**src/tmean_pkg.sv**
```systemverilog
// tmean_pkg: shared widths, register indexes and reset values for the
// trimmed mean block. No dependencies.

package tmean_pkg;

  localparam int SAMPLE_W   = 12;
  localparam int CFG_W      = 7;
  localparam int CFG_IDX_W  = 2;
  localparam int FRAC_W     = 8;
  localparam int MEAN_W     = 20;

  localparam int MAX_SAMPLES_DEF = 64;

  localparam logic [CFG_IDX_W-1:0] REG_BURST_LENGTH = 2'd0;
  localparam logic [CFG_IDX_W-1:0] REG_LOW_CUT      = 2'd1;
  localparam logic [CFG_IDX_W-1:0] REG_HIGH_CUT     = 2'd2;

  localparam logic [CFG_W-1:0] BURST_LENGTH_RST = 7'd16;
  localparam logic [CFG_W-1:0] LOW_CUT_RST      = 7'd2;
  localparam logic [CFG_W-1:0] HIGH_CUT_RST     = 7'd2;

endpackage

```
**src/tmean_if.sv**
```systemverilog
// tmean_if: valid/ready channel interfaces for samples, results and
// register writes. Depends on tmean_pkg.

interface sample_if import tmean_pkg::*; ();
  logic                valid;
  logic                ready;
  logic [SAMPLE_W-1:0] sample;

  modport source (output valid, output sample, input ready);
  modport sink   (input valid, input sample, output ready);
endinterface

interface result_if import tmean_pkg::*; ();
  logic              valid;
  logic              ready;
  logic [MEAN_W-1:0] mean_q8;
  logic              bad_cutoff;

  modport source (output valid, output mean_q8, output bad_cutoff, input ready);
  modport sink   (input valid, input mean_q8, input bad_cutoff, output ready);
endinterface

interface cfg_if import tmean_pkg::*; ();
  logic                 valid;
  logic                 ready;
  logic [CFG_IDX_W-1:0] index;
  logic [CFG_W-1:0]     data;

  modport source (output valid, output index, output data, input ready);
  modport sink   (input valid, input index, input data, output ready);
endinterface

```
**src/tmean_store.sv**
```systemverilog
// tmean_store: sorted sample memory, one write port and one read port
// with registered read data. Depends on tmean_pkg.

module tmean_store import tmean_pkg::*; #(
  parameter int DEPTH = MAX_SAMPLES_DEF,
  parameter int AW    = $clog2(MAX_SAMPLES_DEF)
) (
  input  logic                clk,
  input  logic                wr_en,
  input  logic [AW-1:0]       wr_addr,
  input  logic [SAMPLE_W-1:0] wr_data,
  input  logic                rd_en,
  input  logic [AW-1:0]       rd_addr,
  output logic [SAMPLE_W-1:0] rd_data
);

  logic [SAMPLE_W-1:0] mem [DEPTH];

  always_ff @(posedge clk) begin
    if (wr_en) begin
      mem[wr_addr] <= wr_data;
    end
    if (rd_en) begin
      rd_data <= mem[rd_addr];
    end
  end

endmodule

```
**src/tmean_div.sv**
```systemverilog
// tmean_div: restoring divider, one quotient bit per cycle.
// Depends on tmean_pkg.

module tmean_div import tmean_pkg::*; #(
  parameter int DW = 34,
  parameter int VW = 7
) (
  input  logic          clk,
  input  logic          rst,
  input  logic          start,
  input  logic [DW-1:0] dividend,
  input  logic [VW-1:0] divisor,
  output logic          done,
  output logic [DW-1:0] quotient
);

  localparam int CW = $clog2(DW + 1);

  logic          busy;
  logic [CW-1:0] cnt;
  logic [VW-1:0] rem;
  logic [VW-1:0] dvs;
  logic [DW-1:0] quo;
  logic [VW:0]   trial;
  logic          fits;

  assign trial    = {rem, quo[DW-1]};
  assign fits     = trial >= {1'b0, dvs};
  assign quotient = quo;

  always_ff @(posedge clk) begin
    if (rst) begin
      busy <= 1'b0;
      done <= 1'b0;
      cnt  <= '0;
    end else begin
      done <= 1'b0;
      if (start) begin
        busy <= 1'b1;
        cnt  <= CW'(DW);
      end else if (busy) begin
        cnt <= cnt - CW'(1);
        if (cnt == CW'(1)) begin
          busy <= 1'b0;
          done <= 1'b1;
        end
      end
    end
  end

  always_ff @(posedge clk) begin
    if (start) begin
      rem <= '0;
      dvs <= divisor;
      quo <= dividend;
    end else if (busy) begin
      rem <= fits ? VW'(trial - {1'b0, dvs}) : VW'(trial);
      quo <= {quo[DW-2:0], fits};
    end
  end

endmodule

```
**src/trimmed_mean_of_sorted_samples.sv**
```systemverilog
// trimmed_mean_of_sorted_samples: top level, insertion and sum sequencer.
// Depends on tmean_pkg, tmean_if, tmean_store and tmean_div.
//
// Usage: samples (sink) takes one 12-bit converter sample per beat; results
// (source) gives one beat per completed burst with mean_q8 (8 fraction bits,
// truncated) and bad_cutoff; cfg takes register writes (index 0 burst_length,
// 1 low_cut, 2 high_cut) and is always ready, to be used while the block idles.
// Each sample is inserted into a sorted memory by walking down from the top
// entry, one shifted entry per cycle, then passes a check state. The sample
// that completes a burst then sums the kept entries in a memory read loop,
// divides the sum by the kept count in the bit-serial divider and loads the
// output register. A burst whose cutoffs keep nothing gives zero with
// bad_cutoff straight from the check state.
// The result sits in an output register: while it waits the block still takes
// samples, and stalls only when a new result is ready and the register is full.
// Reset empties the burst, clears the output and restores the register
// defaults (16, 2, 2); the memory itself is not cleared.

module trimmed_mean_of_sorted_samples import tmean_pkg::*; #(
  parameter int MAX_SAMPLES = MAX_SAMPLES_DEF
) (
  input  logic     clk,
  input  logic     rst,
  cfg_if.sink      cfg,
  sample_if.sink   samples,
  result_if.source results
);

  localparam int AW    = (MAX_SAMPLES > 1) ? $clog2(MAX_SAMPLES) : 1;
  localparam int CNT_W = $clog2(MAX_SAMPLES + 1);
  localparam int SUM_W = SAMPLE_W + CNT_W;
  localparam int DVD_W = SUM_W + FRAC_W;
  localparam int CW    = (CNT_W > CFG_W + 1) ? CNT_W : CFG_W + 1;

  typedef enum logic [5:0] {
    ST_IDLE  = 6'b000001,
    ST_WALK  = 6'b000010,
    ST_CHECK = 6'b000100,
    ST_SUM   = 6'b001000,
    ST_DIV   = 6'b010000,
    ST_EMIT  = 6'b100000
  } state_t;

  state_t              state;
  logic [CFG_W-1:0]    burst_length;
  logic [CFG_W-1:0]    low_cut;
  logic [CFG_W-1:0]    high_cut;
  logic [SAMPLE_W-1:0] key;
  logic [CNT_W-1:0]    pos;
  logic [CNT_W-1:0]    fill;
  logic [CNT_W-1:0]    idx;
  logic [CNT_W-1:0]    stop;
  logic [CNT_W-1:0]    kept;
  logic [SUM_W-1:0]    sum;
  logic [SUM_W-1:0]    sum_next;
  logic [MEAN_W-1:0]   pend_mean;
  logic                pend_bad;
  logic                res_valid;
  logic [MEAN_W-1:0]   res_mean;
  logic                res_bad;

  logic                in_acc;
  logic [CW-1:0]       eff_len;
  logic [CW-1:0]       fill_cw;
  logic [CW-1:0]       cut_sum;
  logic                burst_done;
  logic                cut_bad;
  logic                walk_stop;
  logic                sum_last;
  logic                emit_fire;

  logic                wr_en;
  logic [AW-1:0]       wr_addr;
  logic [SAMPLE_W-1:0] wr_data;
  logic                rd_en;
  logic [AW-1:0]       rd_addr;
  logic [SAMPLE_W-1:0] rd_data;

  logic                div_start;
  logic                div_done;
  logic [DVD_W-1:0]    quo;

  assign cfg.ready          = 1'b1;
  assign samples.ready      = (state == ST_IDLE);
  assign in_acc             = samples.valid && samples.ready;
  assign results.valid      = res_valid;
  assign results.mean_q8    = res_mean;
  assign results.bad_cutoff = res_bad;

  always_comb begin
    eff_len = CW'(burst_length);
    if (eff_len == '0) begin
      eff_len = CW'(1);
    end else if (eff_len > CW'(MAX_SAMPLES)) begin
      eff_len = CW'(MAX_SAMPLES);
    end
  end

  assign fill_cw    = CW'(fill);
  assign cut_sum    = CW'(low_cut) + CW'(high_cut);
  assign burst_done = fill_cw >= eff_len;
  assign cut_bad    = cut_sum >= fill_cw;
  assign walk_stop  = (pos == '0) || (rd_data <= key);
  assign sum_last   = (idx + CNT_W'(1)) == stop;
  assign sum_next   = sum + SUM_W'(rd_data);
  assign div_start  = (state == ST_SUM) && sum_last;
  assign emit_fire  = (state == ST_EMIT) && (!res_valid || results.ready);

  // memory port control
  always_comb begin
    wr_en   = 1'b0;
    wr_addr = AW'(pos);
    wr_data = key;
    rd_en   = 1'b0;
    rd_addr = '0;
    unique case (state)
      ST_IDLE: begin
        rd_en   = in_acc && (fill != '0);
        rd_addr = AW'(fill - CNT_W'(1));
      end
      ST_WALK: begin
        wr_en = 1'b1;
        if (!walk_stop) begin
          wr_data = rd_data;
          rd_en   = (pos != CNT_W'(1));
          rd_addr = AW'(pos - CNT_W'(2));
        end
      end
      ST_CHECK: begin
        rd_en   = burst_done && !cut_bad;
        rd_addr = AW'(low_cut);
      end
      ST_SUM: begin
        rd_en   = !sum_last;
        rd_addr = AW'(idx + CNT_W'(1));
      end
      ST_DIV, ST_EMIT: begin
      end
      default: begin
      end
    endcase
  end

  always_ff @(posedge clk) begin
    if (rst) begin
      state        <= ST_IDLE;
      fill         <= '0;
      res_valid    <= 1'b0;
      burst_length <= BURST_LENGTH_RST;
      low_cut      <= LOW_CUT_RST;
      high_cut     <= HIGH_CUT_RST;
    end else begin
      if (cfg.valid && cfg.ready) begin
        unique case (cfg.index)
          REG_BURST_LENGTH: burst_length <= cfg.data;
          REG_LOW_CUT:      low_cut      <= cfg.data;
          REG_HIGH_CUT:     high_cut     <= cfg.data;
          default: begin
          end
        endcase
      end
      if (emit_fire) begin
        res_valid <= 1'b1;
      end else if (results.ready) begin
        res_valid <= 1'b0;
      end
      unique case (state)
        ST_IDLE: begin
          if (in_acc) begin
            state <= ST_WALK;
          end
        end
        ST_WALK: begin
          if (walk_stop) begin
            fill  <= fill + CNT_W'(1);
            state <= ST_CHECK;
          end
        end
        ST_CHECK: begin
          if (!burst_done) begin
            state <= ST_IDLE;
          end else begin
            fill <= '0;
            state <= cut_bad ? ST_EMIT : ST_SUM;
          end
        end
        ST_SUM: begin
          if (sum_last) begin
            state <= ST_DIV;
          end
        end
        ST_DIV: begin
          if (div_done) begin
            state <= ST_EMIT;
          end
        end
        ST_EMIT: begin
          if (emit_fire) begin
            state <= ST_IDLE;
          end
        end
        default: begin
          state <= ST_IDLE;
        end
      endcase
    end
  end

  // datapath registers
  always_ff @(posedge clk) begin
    unique case (state)
      ST_IDLE: begin
        if (in_acc) begin
          key <= samples.sample;
          pos <= fill;
        end
      end
      ST_WALK: begin
        if (!walk_stop) begin
          pos <= pos - CNT_W'(1);
        end
      end
      ST_CHECK: begin
        idx       <= CNT_W'(low_cut);
        stop      <= CNT_W'(fill_cw - CW'(high_cut));
        kept      <= CNT_W'(fill_cw - cut_sum);
        sum       <= '0;
        pend_mean <= '0;
        pend_bad  <= 1'b1;
      end
      ST_SUM: begin
        sum <= sum_next;
        idx <= idx + CNT_W'(1);
      end
      ST_DIV: begin
        if (div_done) begin
          pend_mean <= MEAN_W'(quo);
          pend_bad  <= 1'b0;
        end
      end
      ST_EMIT: begin
        if (emit_fire) begin
          res_mean <= pend_mean;
          res_bad  <= pend_bad;
        end
      end
      default: begin
      end
    endcase
  end

  tmean_store #(
    .DEPTH (MAX_SAMPLES),
    .AW    (AW)
  ) u_store (
    .clk     (clk),
    .wr_en   (wr_en),
    .wr_addr (wr_addr),
    .wr_data (wr_data),
    .rd_en   (rd_en),
    .rd_addr (rd_addr),
    .rd_data (rd_data)
  );

  tmean_div #(
    .DW (DVD_W),
    .VW (CNT_W)
  ) u_div (
    .clk      (clk),
    .rst      (rst),
    .start    (div_start),
    .dividend ({sum_next, {FRAC_W{1'b0}}}),
    .divisor  (kept),
    .done     (div_done),
    .quotient (quo)
  );

  assert property (@(posedge clk) disable iff (rst)
    fill <= CNT_W'(MAX_SAMPLES))
    else $error("sample count beyond store depth");

  assert property (@(posedge clk) disable iff (rst)
    div_done |-> (state == ST_DIV))
    else $error("divider finished outside divide phase");

  assert property (@(posedge clk) disable iff (rst)
    (state == ST_CHECK) && !burst_done |=> (fill == $past(fill)))
    else $error("partial burst count lost");

  assert property (@(posedge clk) disable iff (rst)
    res_valid && res_bad |-> (res_mean == '0))
    else $error("bad cutoff result with nonzero mean");

endmodule

```
**src/flat_wrapper.sv**
```systemverilog
// flat-port wrapper written by rule: the top's interface ports become plain ports
module trimmed_mean_of_sorted_samples_flat import tmean_pkg::*;
#(
  parameter int MAX_SAMPLES = MAX_SAMPLES_DEF
)
  (clk, rst, cfg_valid, cfg_index, cfg_data, cfg_ready, samples_valid, samples_sample, samples_ready, results_valid, results_mean_q8, results_bad_cutoff, results_ready);
  cfg_if cfg_i ();
  sample_if samples_i ();
  result_if results_i ();
  input  logic clk;
  input  logic rst;
  input wire logic [$bits(cfg_i.valid)-1:0] cfg_valid;
  input wire logic [$bits(cfg_i.index)-1:0] cfg_index;
  input wire logic [$bits(cfg_i.data)-1:0] cfg_data;
  output wire logic [$bits(cfg_i.ready)-1:0] cfg_ready;
  input wire logic [$bits(samples_i.valid)-1:0] samples_valid;
  input wire logic [$bits(samples_i.sample)-1:0] samples_sample;
  output wire logic [$bits(samples_i.ready)-1:0] samples_ready;
  output wire logic [$bits(results_i.valid)-1:0] results_valid;
  output wire logic [$bits(results_i.mean_q8)-1:0] results_mean_q8;
  output wire logic [$bits(results_i.bad_cutoff)-1:0] results_bad_cutoff;
  input wire logic [$bits(results_i.ready)-1:0] results_ready;
  assign cfg_i.valid = cfg_valid;
  assign cfg_i.index = cfg_index;
  assign cfg_i.data = cfg_data;
  assign cfg_ready = cfg_i.ready;
  assign samples_i.valid = samples_valid;
  assign samples_i.sample = samples_sample;
  assign samples_ready = samples_i.ready;
  assign results_valid = results_i.valid;
  assign results_mean_q8 = results_i.mean_q8;
  assign results_bad_cutoff = results_i.bad_cutoff;
  assign results_i.ready = results_ready;
  trimmed_mean_of_sorted_samples #(.MAX_SAMPLES(MAX_SAMPLES)) u_core (.clk(clk), .rst(rst), .cfg(cfg_i), .samples(samples_i), .results(results_i));
endmodule
```
**config.mk**
```make
export PLATFORM = sky130hd
export DESIGN_NAME = trimmed_mean_of_sorted_samples_flat
export DESIGN_NICKNAME = d
export VERILOG_FILES = /design/src/tmean_pkg.sv /design/src/tmean_if.sv /design/src/tmean_store.sv /design/src/tmean_div.sv /design/src/trimmed_mean_of_sorted_samples.sv /design/src/flat_wrapper.sv
export SDC_FILE = /design/constraint.sdc
export NUM_CORES = 1
export LEC_CHECK = 0
export BUFFER_PORTS_ARGS = -buffer_cell sky130_fd_sc_hd__buf_2
export CAP_MARGIN = 20
export CORE_ASPECT_RATIO = 1.2
export CORE_MARGIN = 4
export CORE_UTILIZATION = 40
export DETAILED_ROUTE_END_ITERATION = 10
export HOLD_SLACK_MARGIN = 0.03
export REMOVE_ABC_BUFFERS = 1
export SYNTH_ARGS = -nofsm -noshare
export SYNTH_HDL_FRONTEND = slang
export SYNTH_SLANG_ARGS = --single-unit
```
**constraint.sdc**
```tcl
create_clock -name clk -period 6.25 [get_ports clk]
set_input_delay 1.25 -clock clk [delete_from_list [all_inputs] [get_ports clk]]
set_output_delay 1.25 -clock clk [all_outputs]
set_load 0.1 [all_outputs]
```
# [Word-level counts from Yosys, hierarchy flattened]
# Memory sizes are Yosys's and may differ from the RTL's. A register that Yosys moved wholly into a read port is not among the register bits.
# Index checks and enable logic that the tools add are counted.
[word_totals] mem_count=1 elab_cells=133 inputBits=26 out_inout_bits=24 ff_bits=184 ramBits=768
[mem_list] memory="u_core.u_store.mem" depth=64 word_bits=12 rd=1 rd_ports_with_merged_regs=1 wr=1 line="tmean_store.sv:17" text="logic [SAMPLE_W-1:0] mem [DEPTH];"
[op_classes] n_lt_le_gt_ge=5 bitwise_logic=1 n_mux=42 reduce_logical=31 addsub=11 n_eq_ne=18
[op_table] operator="$mux W27" n=2
[op_table] operator="$mux W7" n=7
[op_table] operator="$mux W6" n=8
[op_table] operator="$pmux W7 S2" n=3
[op_table] operator="$pmux W20 S2" n=1
[op_table] operator="$pmux W19 S2" n=1
[op_table] operator="$pmux W6 S6" n=1
[op_table] operator="$mux W12" n=2
[op_table] operator="$pmux W6 S4" n=1
[op_table] operator="$sub A7 B7 Y7" n=3
[op_table] operator="$mux W20" n=1
[op_table] operator="$add A19 B12 Y19" n=1
[op_table] operator="$ge A8 B7 Y1" n=2
[op_table] operator="$add A7 B1 Y7 const B" n=2
[op_table] operator="$logic_not A7 Y1" n=2
[op_table] operator="$le A12 B12 Y1" n=1
[op_table] operator="$reduce_and A2 Y1" n=6
[op_table] operator="$reduce_bool A2 Y1" n=6
[op_table] operator="$mux W1" n=11
[op_table] operator="$mux W5" n=2
[op_table] operator="$add A7 B7 Y8" n=1
[op_table] operator="$ne A2 B1 Y1 const B" n=4
[op_table] operator="$eq A7 B7 Y1" n=1
[op_table] operator="$ge A7 B7 Y1" n=1
[op_table] operator="other kinds (28)" n=38

# [Logic depth before layout (Yosys ltp)]
# Gate-level depths: netlist of the first run.
[logic_depth] ltp_word=6 depth_mapped=17 ltp_nobuf=14

# [Cells and area by module]
# Synthesis of the first run repeated with hierarchy kept, for this count alone.
[hier_totals] hier_cells=2257 hier_area_um2=40084.7
[by_module_without_submodules] mod="tmean_store" seq_area_each_um2=23422.5 cells_each=1339 area_each_um2=29971.2 n_inst=1
[by_module_without_submodules] mod="trimmed_mean_of_sorted_samples" seq_area_each_um2=3733.6 cells_each=726 area_each_um2=7736.2 n_inst=1
[by_module_without_submodules] mod="tmean_div" seq_area_each_um2=1301.2 cells_each=192 area_each_um2=2377.3 n_inst=1

# [Worst setup path after synthesis of the first run]
# No wires, ideal clock.
[synth_timing] path_type="register -> register" from="reg u_core.u_store.rd_data[1] (read register of u_core.u_store.mem)" to="mem u_core.u_store.mem[0][0] (data pin)" slack_ns=1.028 path_buffers=3 arrival_ns=4.520 setup_ns=0.702 required_time_ns=5.548 stages_incl_launch_ff=10 cell_sequence="edfxtp_1 > ha_1 > nor2b_1 > o211ai_1 > a211oi_1 > o31ai_1 > buf_6 > buf_2 > buf_1 > o21ai_0"
[synth_via] elab_chain_len=4
[synth_lines] element="from (decl)" line="tmean_store.sv:14" text="output logic [SAMPLE_W-1:0] rd_data"
[synth_lines] element="$le A12 B12 Y1" line="trimmed_mean_of_sorted_samples.sv:103" text="assign walk_stop = (pos == '0) || (rd_data <= key);"
[synth_lines] element="$logic_or A1 B1 Y1" line="trimmed_mean_of_sorted_samples.sv:103"
[synth_lines] element="$mux W12" line="trimmed_mean_of_sorted_samples.sv:123" text="if (!walk_stop) begin"
[synth_lines] element="$mux W12" line="trimmed_mean_of_sorted_samples.sv:116" text="unique case (state)"
[synth_lines] element="named net u_core.u_store.wr_data[0]" line="tmean_store.sv:11" text="input logic [SAMPLE_W-1:0] wr_data,"
[synth_lines] element="to (decl)" line="tmean_store.sv:17"
# The timed path passes the listed nets, and every way through them passes these cells.

# [Worst setup path in the final report of the first run]
[layout_timing] from="reg u_core.state[5]" to="reg u_core.u_store.rd_data[1] (read register of u_core.u_store.mem) (data pin)"
[layout_via] elab_chain_len=4 word_cells_on_any_way=8
[layout_lines] element="from (decl)" line="trimmed_mean_of_sorted_samples.sv:44" text="state_t state;"
[layout_lines] element="from (signal assigned)" line="trimmed_mean_of_sorted_samples.sv:184" text="state <= cut_bad ? ST_EMIT : ST_SUM;"
[layout_lines] element="$eq A6 B1 Y1" line="trimmed_mean_of_sorted_samples.sv:84, trimmed_mean_of_sorted_samples.sv:116"
[layout_lines] element="$logic_and A1 B1 Y1" line="trimmed_mean_of_sorted_samples.sv:85" text="assign in_acc = samples.valid && samples.ready;"
[layout_lines] element="$logic_and A1 B1 Y1" line="trimmed_mean_of_sorted_samples.sv:118" text="rd_en = in_acc && (fill != '0);"
[layout_lines] element="$pmux W1 S4" line="trimmed_mean_of_sorted_samples.sv:116"
# Several ways; a longest one is shown, not always the timed one.
# A chain may end at the register's enable or synchronous reset.

==> flow_summary.json, run 1 <==
{
  "layout.nets": 3278,
  "slew-limit-headroom_pct": 30.3,
  "drv_slew": 0,
  "yosysTopAreaCell": "edfxtp_1",
  "async_flop_share_pct": 0,
  "clockBufferDepth": 3,
  "cp_top_family": "compound AO/OA/AOI/OAI gates",
  "vias": 26100,
  "crit_path_end_kind": "register",
  "drive_gt1_share_pct": 11.0,
  "dr.first_iter.drc_count": 2555,
  "syn_inst": 3098,
  "period_needed_ps": 4740,
  "syn2layout_area_growth_pct": 12.7,
  "cts-root-buf": "clkbuf_16",
  "num_antenna_cells": 0,
  "p_per_area_nw_per_um2": 344,
  "final-seq-area_um2": 28400,
  "ys_ff_latch": 964,
  "num-fill-cells": 9061,
  "ys_types": 74,
  "setup.worst_path.start_class": "register",
  "max_freq_ghz": 0.211,
  "cts_resized": 0,
  "die_y_um": 359,
  "dieArea_um2": 108000,
  "cts-hold-fix-buffers": 0,
  "post-place-cells": 4439,
  "io_buffers": 48,
  "dr.pass1.iters": 8,
  "cts_max_level": 3,
  "critical_path_class": "reg -> reg",
  "synthesis.area_um2": 41000,
  "cp_common_cell": "a311oi_1",
  "layout_common_cells": "edfxtp_1, nand2_1, nand3_1, nor2_1, and3_1",
  "crit_slowest_cell": "a221oi_1",
  "die_w_um": 300,
  "numCtsBuffers": 94,
  "synth_ff_type": "edfxtp_1",
  "clock-sinks": 964,
  "synth_top_cell_area_share_pct": 66.4,
  "rsz0062_at_grt": "no",
  "crit_chain": "nor4_2 -> nand3b_1 -> inv_2 -> a221oi_1 -> o21ai_4 -> buf_12 -> a211oi_1 -> a311oi_1 -> a311oi_1 -> o21ai_0 -> and4_1",
  "core.rowCount": 128,
  "ant_nets": 0,
  "initial_core_util_pct": 40.3,
  "crit_required_ps": 6690,
  "synthTopCellsByArea": "edfxtp_1, nand2_1, dfxtp_1, a311oi_1, ha_1",
  "drv_cap": 0,
  "design.core.area_um2": 102000,
  "synth_edf_count": 907,
  "clk_pin_slew_ps": 70,
  "synth_area_per_cell_um2": 13.2,
  "power_leakage_uw": 0.0160,
  "fin_cells": 4614,
  "yosys_warnings": 0,
  "final.setup.tns_ps": 0,
  "remaining_drc_errors": 0,
  "finalWirelength_mm": 110,
  "fin_crit_sh_pct": 75.8,
  "critPathArrivalTime_ps": 5180,
  "grt_pass1_wl_mm": 164,
  "wl_per_cell_um": 23.9,
  "clock_latency_ps": 690,
  "worstPathMaxFanout": 138,
  "post_cts_buffers": 0,
  "tightest_slew_ps": 1040,
  "whs_ps": 417,
  "ir_drop_mv": 0.189,
  "hp-class": "reg -> reg",
  "final_common_cell": "edfxtp_1",
  "place_hpwl_mm": 68.9,
  "vias_per_cell": 5.65,
  "groute.usage.overall_pct": 20.0,
  "place.gp.congestion": 0.834,
  "skew_ps": 33.8,
  "ys_seq_area_share_pct": 69.2,
  "hold_viol": 0,
  "total_power_uw": 15900,
  "outcome": "completed",
  "setup_viol": 0,
  "antenna_found_initial": 1,
  "crit_buf_inv": 2,
  "ios": 50,
  "cts_tree": "done",
  "grt_pass1_vias": 25200,
  "multiInputGateArea_um2": 11500,
  "crit_path_max_incr_delay_ps": 740,
  "grt_overflow": 0,
  "grt_max_degree": 139
}
cells in the mapped netlist (all sizes together) (10+ instances only):
cell type / instances
a2111oi: 18
a211o: 14
a211oi: 111
a21o: 21
a21oi: 70
a221oi: 10
a311o: 18
a311oi: 125
a31oi: 30
and2: 23
and3: 134
buf: 112
clkbuf: 88
dfxtp: 57
edfxtp: 907
ha: 77
inv: 70
mux2: 10
mux2i: 46
nand2: 556
nand2b: 13
nand3: 144
nand3b: 10
nor2: 150
nor2b: 10
nor3: 31
o21ai: 61
o21bai: 15
xnor2: 39
xor2: 31
metrics by stage:
stage	setup slack, ps	instance area [um2]	utilization (%)
detailed placement	1600	43200	42.5
floorplan	-4250	40000	-
finish	1510	46200	45.5
global route	1320	46200	45.5
CTS	1570	46200	45.5
global placement	1550	43100	42.4
worst register-to-register path, stage by stage (launching register included):
cell	delay, ps
dfxtp_1	460
nor4_2	100
nand3b_1	350
inv_2	310
a221oi_1	740
o21ai_4	200
buf_12	270
a211oi_1	760
a311oi_1	110
a311oi_1	590
o21ai_0	320
and4_1	290
logic make-up (layout without fill, tap and decap cells):
kind of cell,Yosys count,in the layout,synth area share (%)
AOI/OAI and AO/OA,548,548,9.97
xor gates and xnor gates,70,70,1.49
adders and majority gates,82,82,2.59
buffers and inverters,270,421,3.07
DFF,964,964,69.2
muxes,58,58,1.51
other,1,1,0.00914
and+or+nand+nor,1105,1105,12.2
path summary, 6_finish.rpt:
path	from	end	slack [ps]	depth (start not counted)
hold / removal	u_core.kept[0]	u_core.u_div.dvs[0]	420	0
setup / recovery	u_core.state[5]	u_core.u_store.rd_data[1]	1510	11
hold reg to reg	u_core.kept[0]	u_core.u_div.dvs[0]	420	0
setup reg to reg	u_core.state[5]	u_core.u_store.rd_data[1]	1510	11
flip-flops by register name (all words and copies together), names as in the netlist, 12 cells and up:
register                count
u_core.key                 12
u_core.u_div.quotient      27
u_core.pend_mean           20
u_core.u_store.rd_data     12
u_core.u_store.mem        768
u_core.sum                 19
u_core.results.mean_q8     20
final cells by class:
class	count	area share (%)
repair buffers	176	2.88
clock buffers	116	5.33
inverters	70	0.568
flip-flops and latches	964	61.4
clock inverters	59	1.23
multi-input cells	1864	24.9
well taps	1365	3.69
where the power goes:
group	leakage, uW	internal, uW	switching [uW]
logic	0.00588	893	2150
clock network	0.00148	3130	2480
registers	0.00860	7190	37.0
routing by layer:
layer	vias up	track usage [%]	routed length (um)	part of all wire, %
met5	-	0	0	0
met4	0	7.09	3770	3.4
met3	181	2.51	7120	6.5
met2	988	34.0	54500	49
met1	13100	26.4	44700	41
li1	11800	-	-	-
(Power assumes the default switching activity.)
==> run 2, diff against run 1 <==
clock period = 4.6 ns   (was 6.25 ns; I/O delays follow)
==> flow_summary.json, run 2 (synthesis gave the netlist of run 1 again) <==
{
  "skew_ps": 22.3,
  "largest_reg_flops": 768,
  "crit_chain": "ha_1 -> a21oi_1 -> nand2_1 -> a21o_1 -> o31ai_4 -> o21ba_4 -> buf_4 -> a211oi_1 -> a311oi_1 -> o31ai_1 -> buf_4 -> a311oi_1 -> buf_4 -> a311o_1",
  "clockBufferDepth": 3,
  "ant_nets": 0,
  "grt_pass1_wl_mm": 168,
  "hold_end": "u_core.results.mean_q8[16]",
  "initial_core_util_pct": 40.3,
  "crit_path_max_incr_delay_ps": 560,
  "wl_per_cell_um": 24.1,
  "slew-limit-headroom_pct": 25.1,
  "regMostFlops": "u_core.u_store.mem",
  "drv_cap": 0,
  "ir_drop_mv": 0.308,
  "antenna_found_initial": 0,
  "groute.usage.overall_pct": 20.5,
  "setup_viol": 0,
  "worstPathMaxFanout": 33,
  "die_y_um": 359,
  "layout_common_cells": "edfxtp_1, nand2_1, buf_4",
  "r2r_cells": 14,
  "grt_overflow": 0,
  "use_met1_pct": 26.7,
  "pre_cts_slack_ps": 200,
  "cts_max_level": 3,
  "setup.worst_path.start_class": "register",
  "dieArea_um2": 108000,
  "vias_per_cell": 5.66,
  "cts_resized": 0,
  "final_common_cell": "edfxtp_1",
  "crit_buf_inv": 3,
  "tightest_slew_ps": 1120,
  "outcome": "completed",
  "worst_slack_ps": 281,
  "num_antenna_cells": 0,
  "hp-class": "reg -> reg",
  "grt_max_degree": 70,
  "syn2layout_area_growth_pct": 15.4,
  "design.core.area_um2": 102000,
  "die_w_um": 300,
  "remaining_drc_errors": 0,
  "final.setup.tns_ps": 0,
  "layout.nets": 3387,
  "grt_pass1_vias": 25900,
  "critical_path_class": "reg -> reg",
  "p_per_area_nw_per_um2": 471,
  "met3_usage_pct": 2.63,
  "clock-sinks": 964,
  "crit_path_end_kind": "register",
  "core.rowCount": 128,
  "num-fill-cells": 8960,
  "hold_viol": 0,
  "crit_required_ps": 5110,
  "power_leakage_uw": 0.0166,
  "min_delay_path_depth": 0,
  "clk_pin_slew_ps": 70,
  "vias": 26700,
  "io_buffers": 48,
  "max_freq_ghz": 0.232,
  "critPathArrivalTime_ps": 4830,
  "rr_endpoint": "u_core.u_store.rd_data[5]",
  "rrSetupSlack_ps": 280,
  "gr-usage-met2_pct": 35.0,
  "hp-start": "u_core.pend_mean[16]",
  "cts-root-buf": "clkbuf_16",
  "dr.first_iter.drc_count": 2631,
  "rsz0062_at_grt": "no",
  "whs_ps": 413,
  "numCtsBuffers": 94,
  "final_util_pct": 46.6,
  "period_needed_ps": 4320,
  "ios": 50,
  "clock_latency_ps": 660,
  "cts_tree": "done",
  "crit_slowest_cell": "o31ai_4",
  "fin_crit_sh_pct": 93.9,
  "grt-busiest-layer": "met2",
  "finalWirelength_mm": 114,
  "reg2reg_from": "u_core.u_store.rd_data[10]",
  "place.gp.congestion": 0.868,
  "cp_common_cell": "buf_4",
  "drive_gt1_share_pct": 14.0,
  "dr.pass1.iters": 5,
  "cp_top_family": "compound AO/OA/AOI/OAI gates",
  "place_hpwl_mm": 71.2,
  "drv_slew": 0
}
run 2: cell count changes in the layout (fill, tap and decap cells not counted), sizes merged, moves of 3 or more:
| cell | delta |
|---|---|
| bufinv | +5 |
| clkinv | -4 |
| buf | +108 |
| clkbuf | -6 |
| inv | -3 |
| clkinvlp | +3 |
run 2: cell type report:
type | count | area [um2] | share of cell area (%)
Sequential cell | 964 | 28400 | 59.9
Multi-Input combinational cell | 1865 | 11500 | 24.3
Clock buffer | 110 | 2450 | 5.18
Timing Repair Buffer | 284 | 2420 | 5.11
Tap cell | 1365 | 1710 | 3.61
Clock inverter | 60 | 621 | 1.31
Inverter | 70 | 263 | 0.555
run 2: power by group:
group / leakage [uW] / switching [uW] / internal (uW)
combinational: 0.00651 / 3130 / 1600
clock: 0.00150 / 3280 / 4490
sequential: 0.00860 / 38.7 / 9770
total: 0.0166 / 6450 / 15900
run 2: repair_timing:
action	4_1_cts	5_1_grt
buffers inserted	0	3
hold buffers	0	0
setup endpoints to repair	0	1
run 2: how the worst max path moves through the flow:
stage,startpoint,cells after the start,end,slack (ps)
after detailed placement,u_core.u_store.rd_data[1],14,u_core.u_store.rd_data[5],200
final,u_core.u_store.rd_data[10],14,u_core.u_store.rd_data[5],280
after global routing,u_core.u_store.rd_data[1],15,u_core.u_store.rd_data[5],100
after CTS,u_core.u_store.rd_data[1],14,u_core.u_store.rd_data[5],140
after global placement,u_core.u_store.rd_data[10],13,u_core.u_store.rd_data[5],190
after floorplan,u_core.state[5],10,u_core.u_store.rd_data[2],-5900
run 2: per-layer routing:
metal	part of all wire (%)	up-vias	wire length, um
li1	-	12100	-
met1	40	13400	45500
met2	50	1043	56800
met3	6.6	180	7490
met4	3.3	0	3750
met5	0	-	0
run 2: per-stage QoR:
stage	cell area (um2)	total power [uW]	std cells
after floorplan	40000	12600	2898
after global placement	44200	14700	4543
after detailed placement	44200	14700	4543
after CTS	47300	22400	4713
after global routing	47400	23100	4718
final	47400	22300	4718
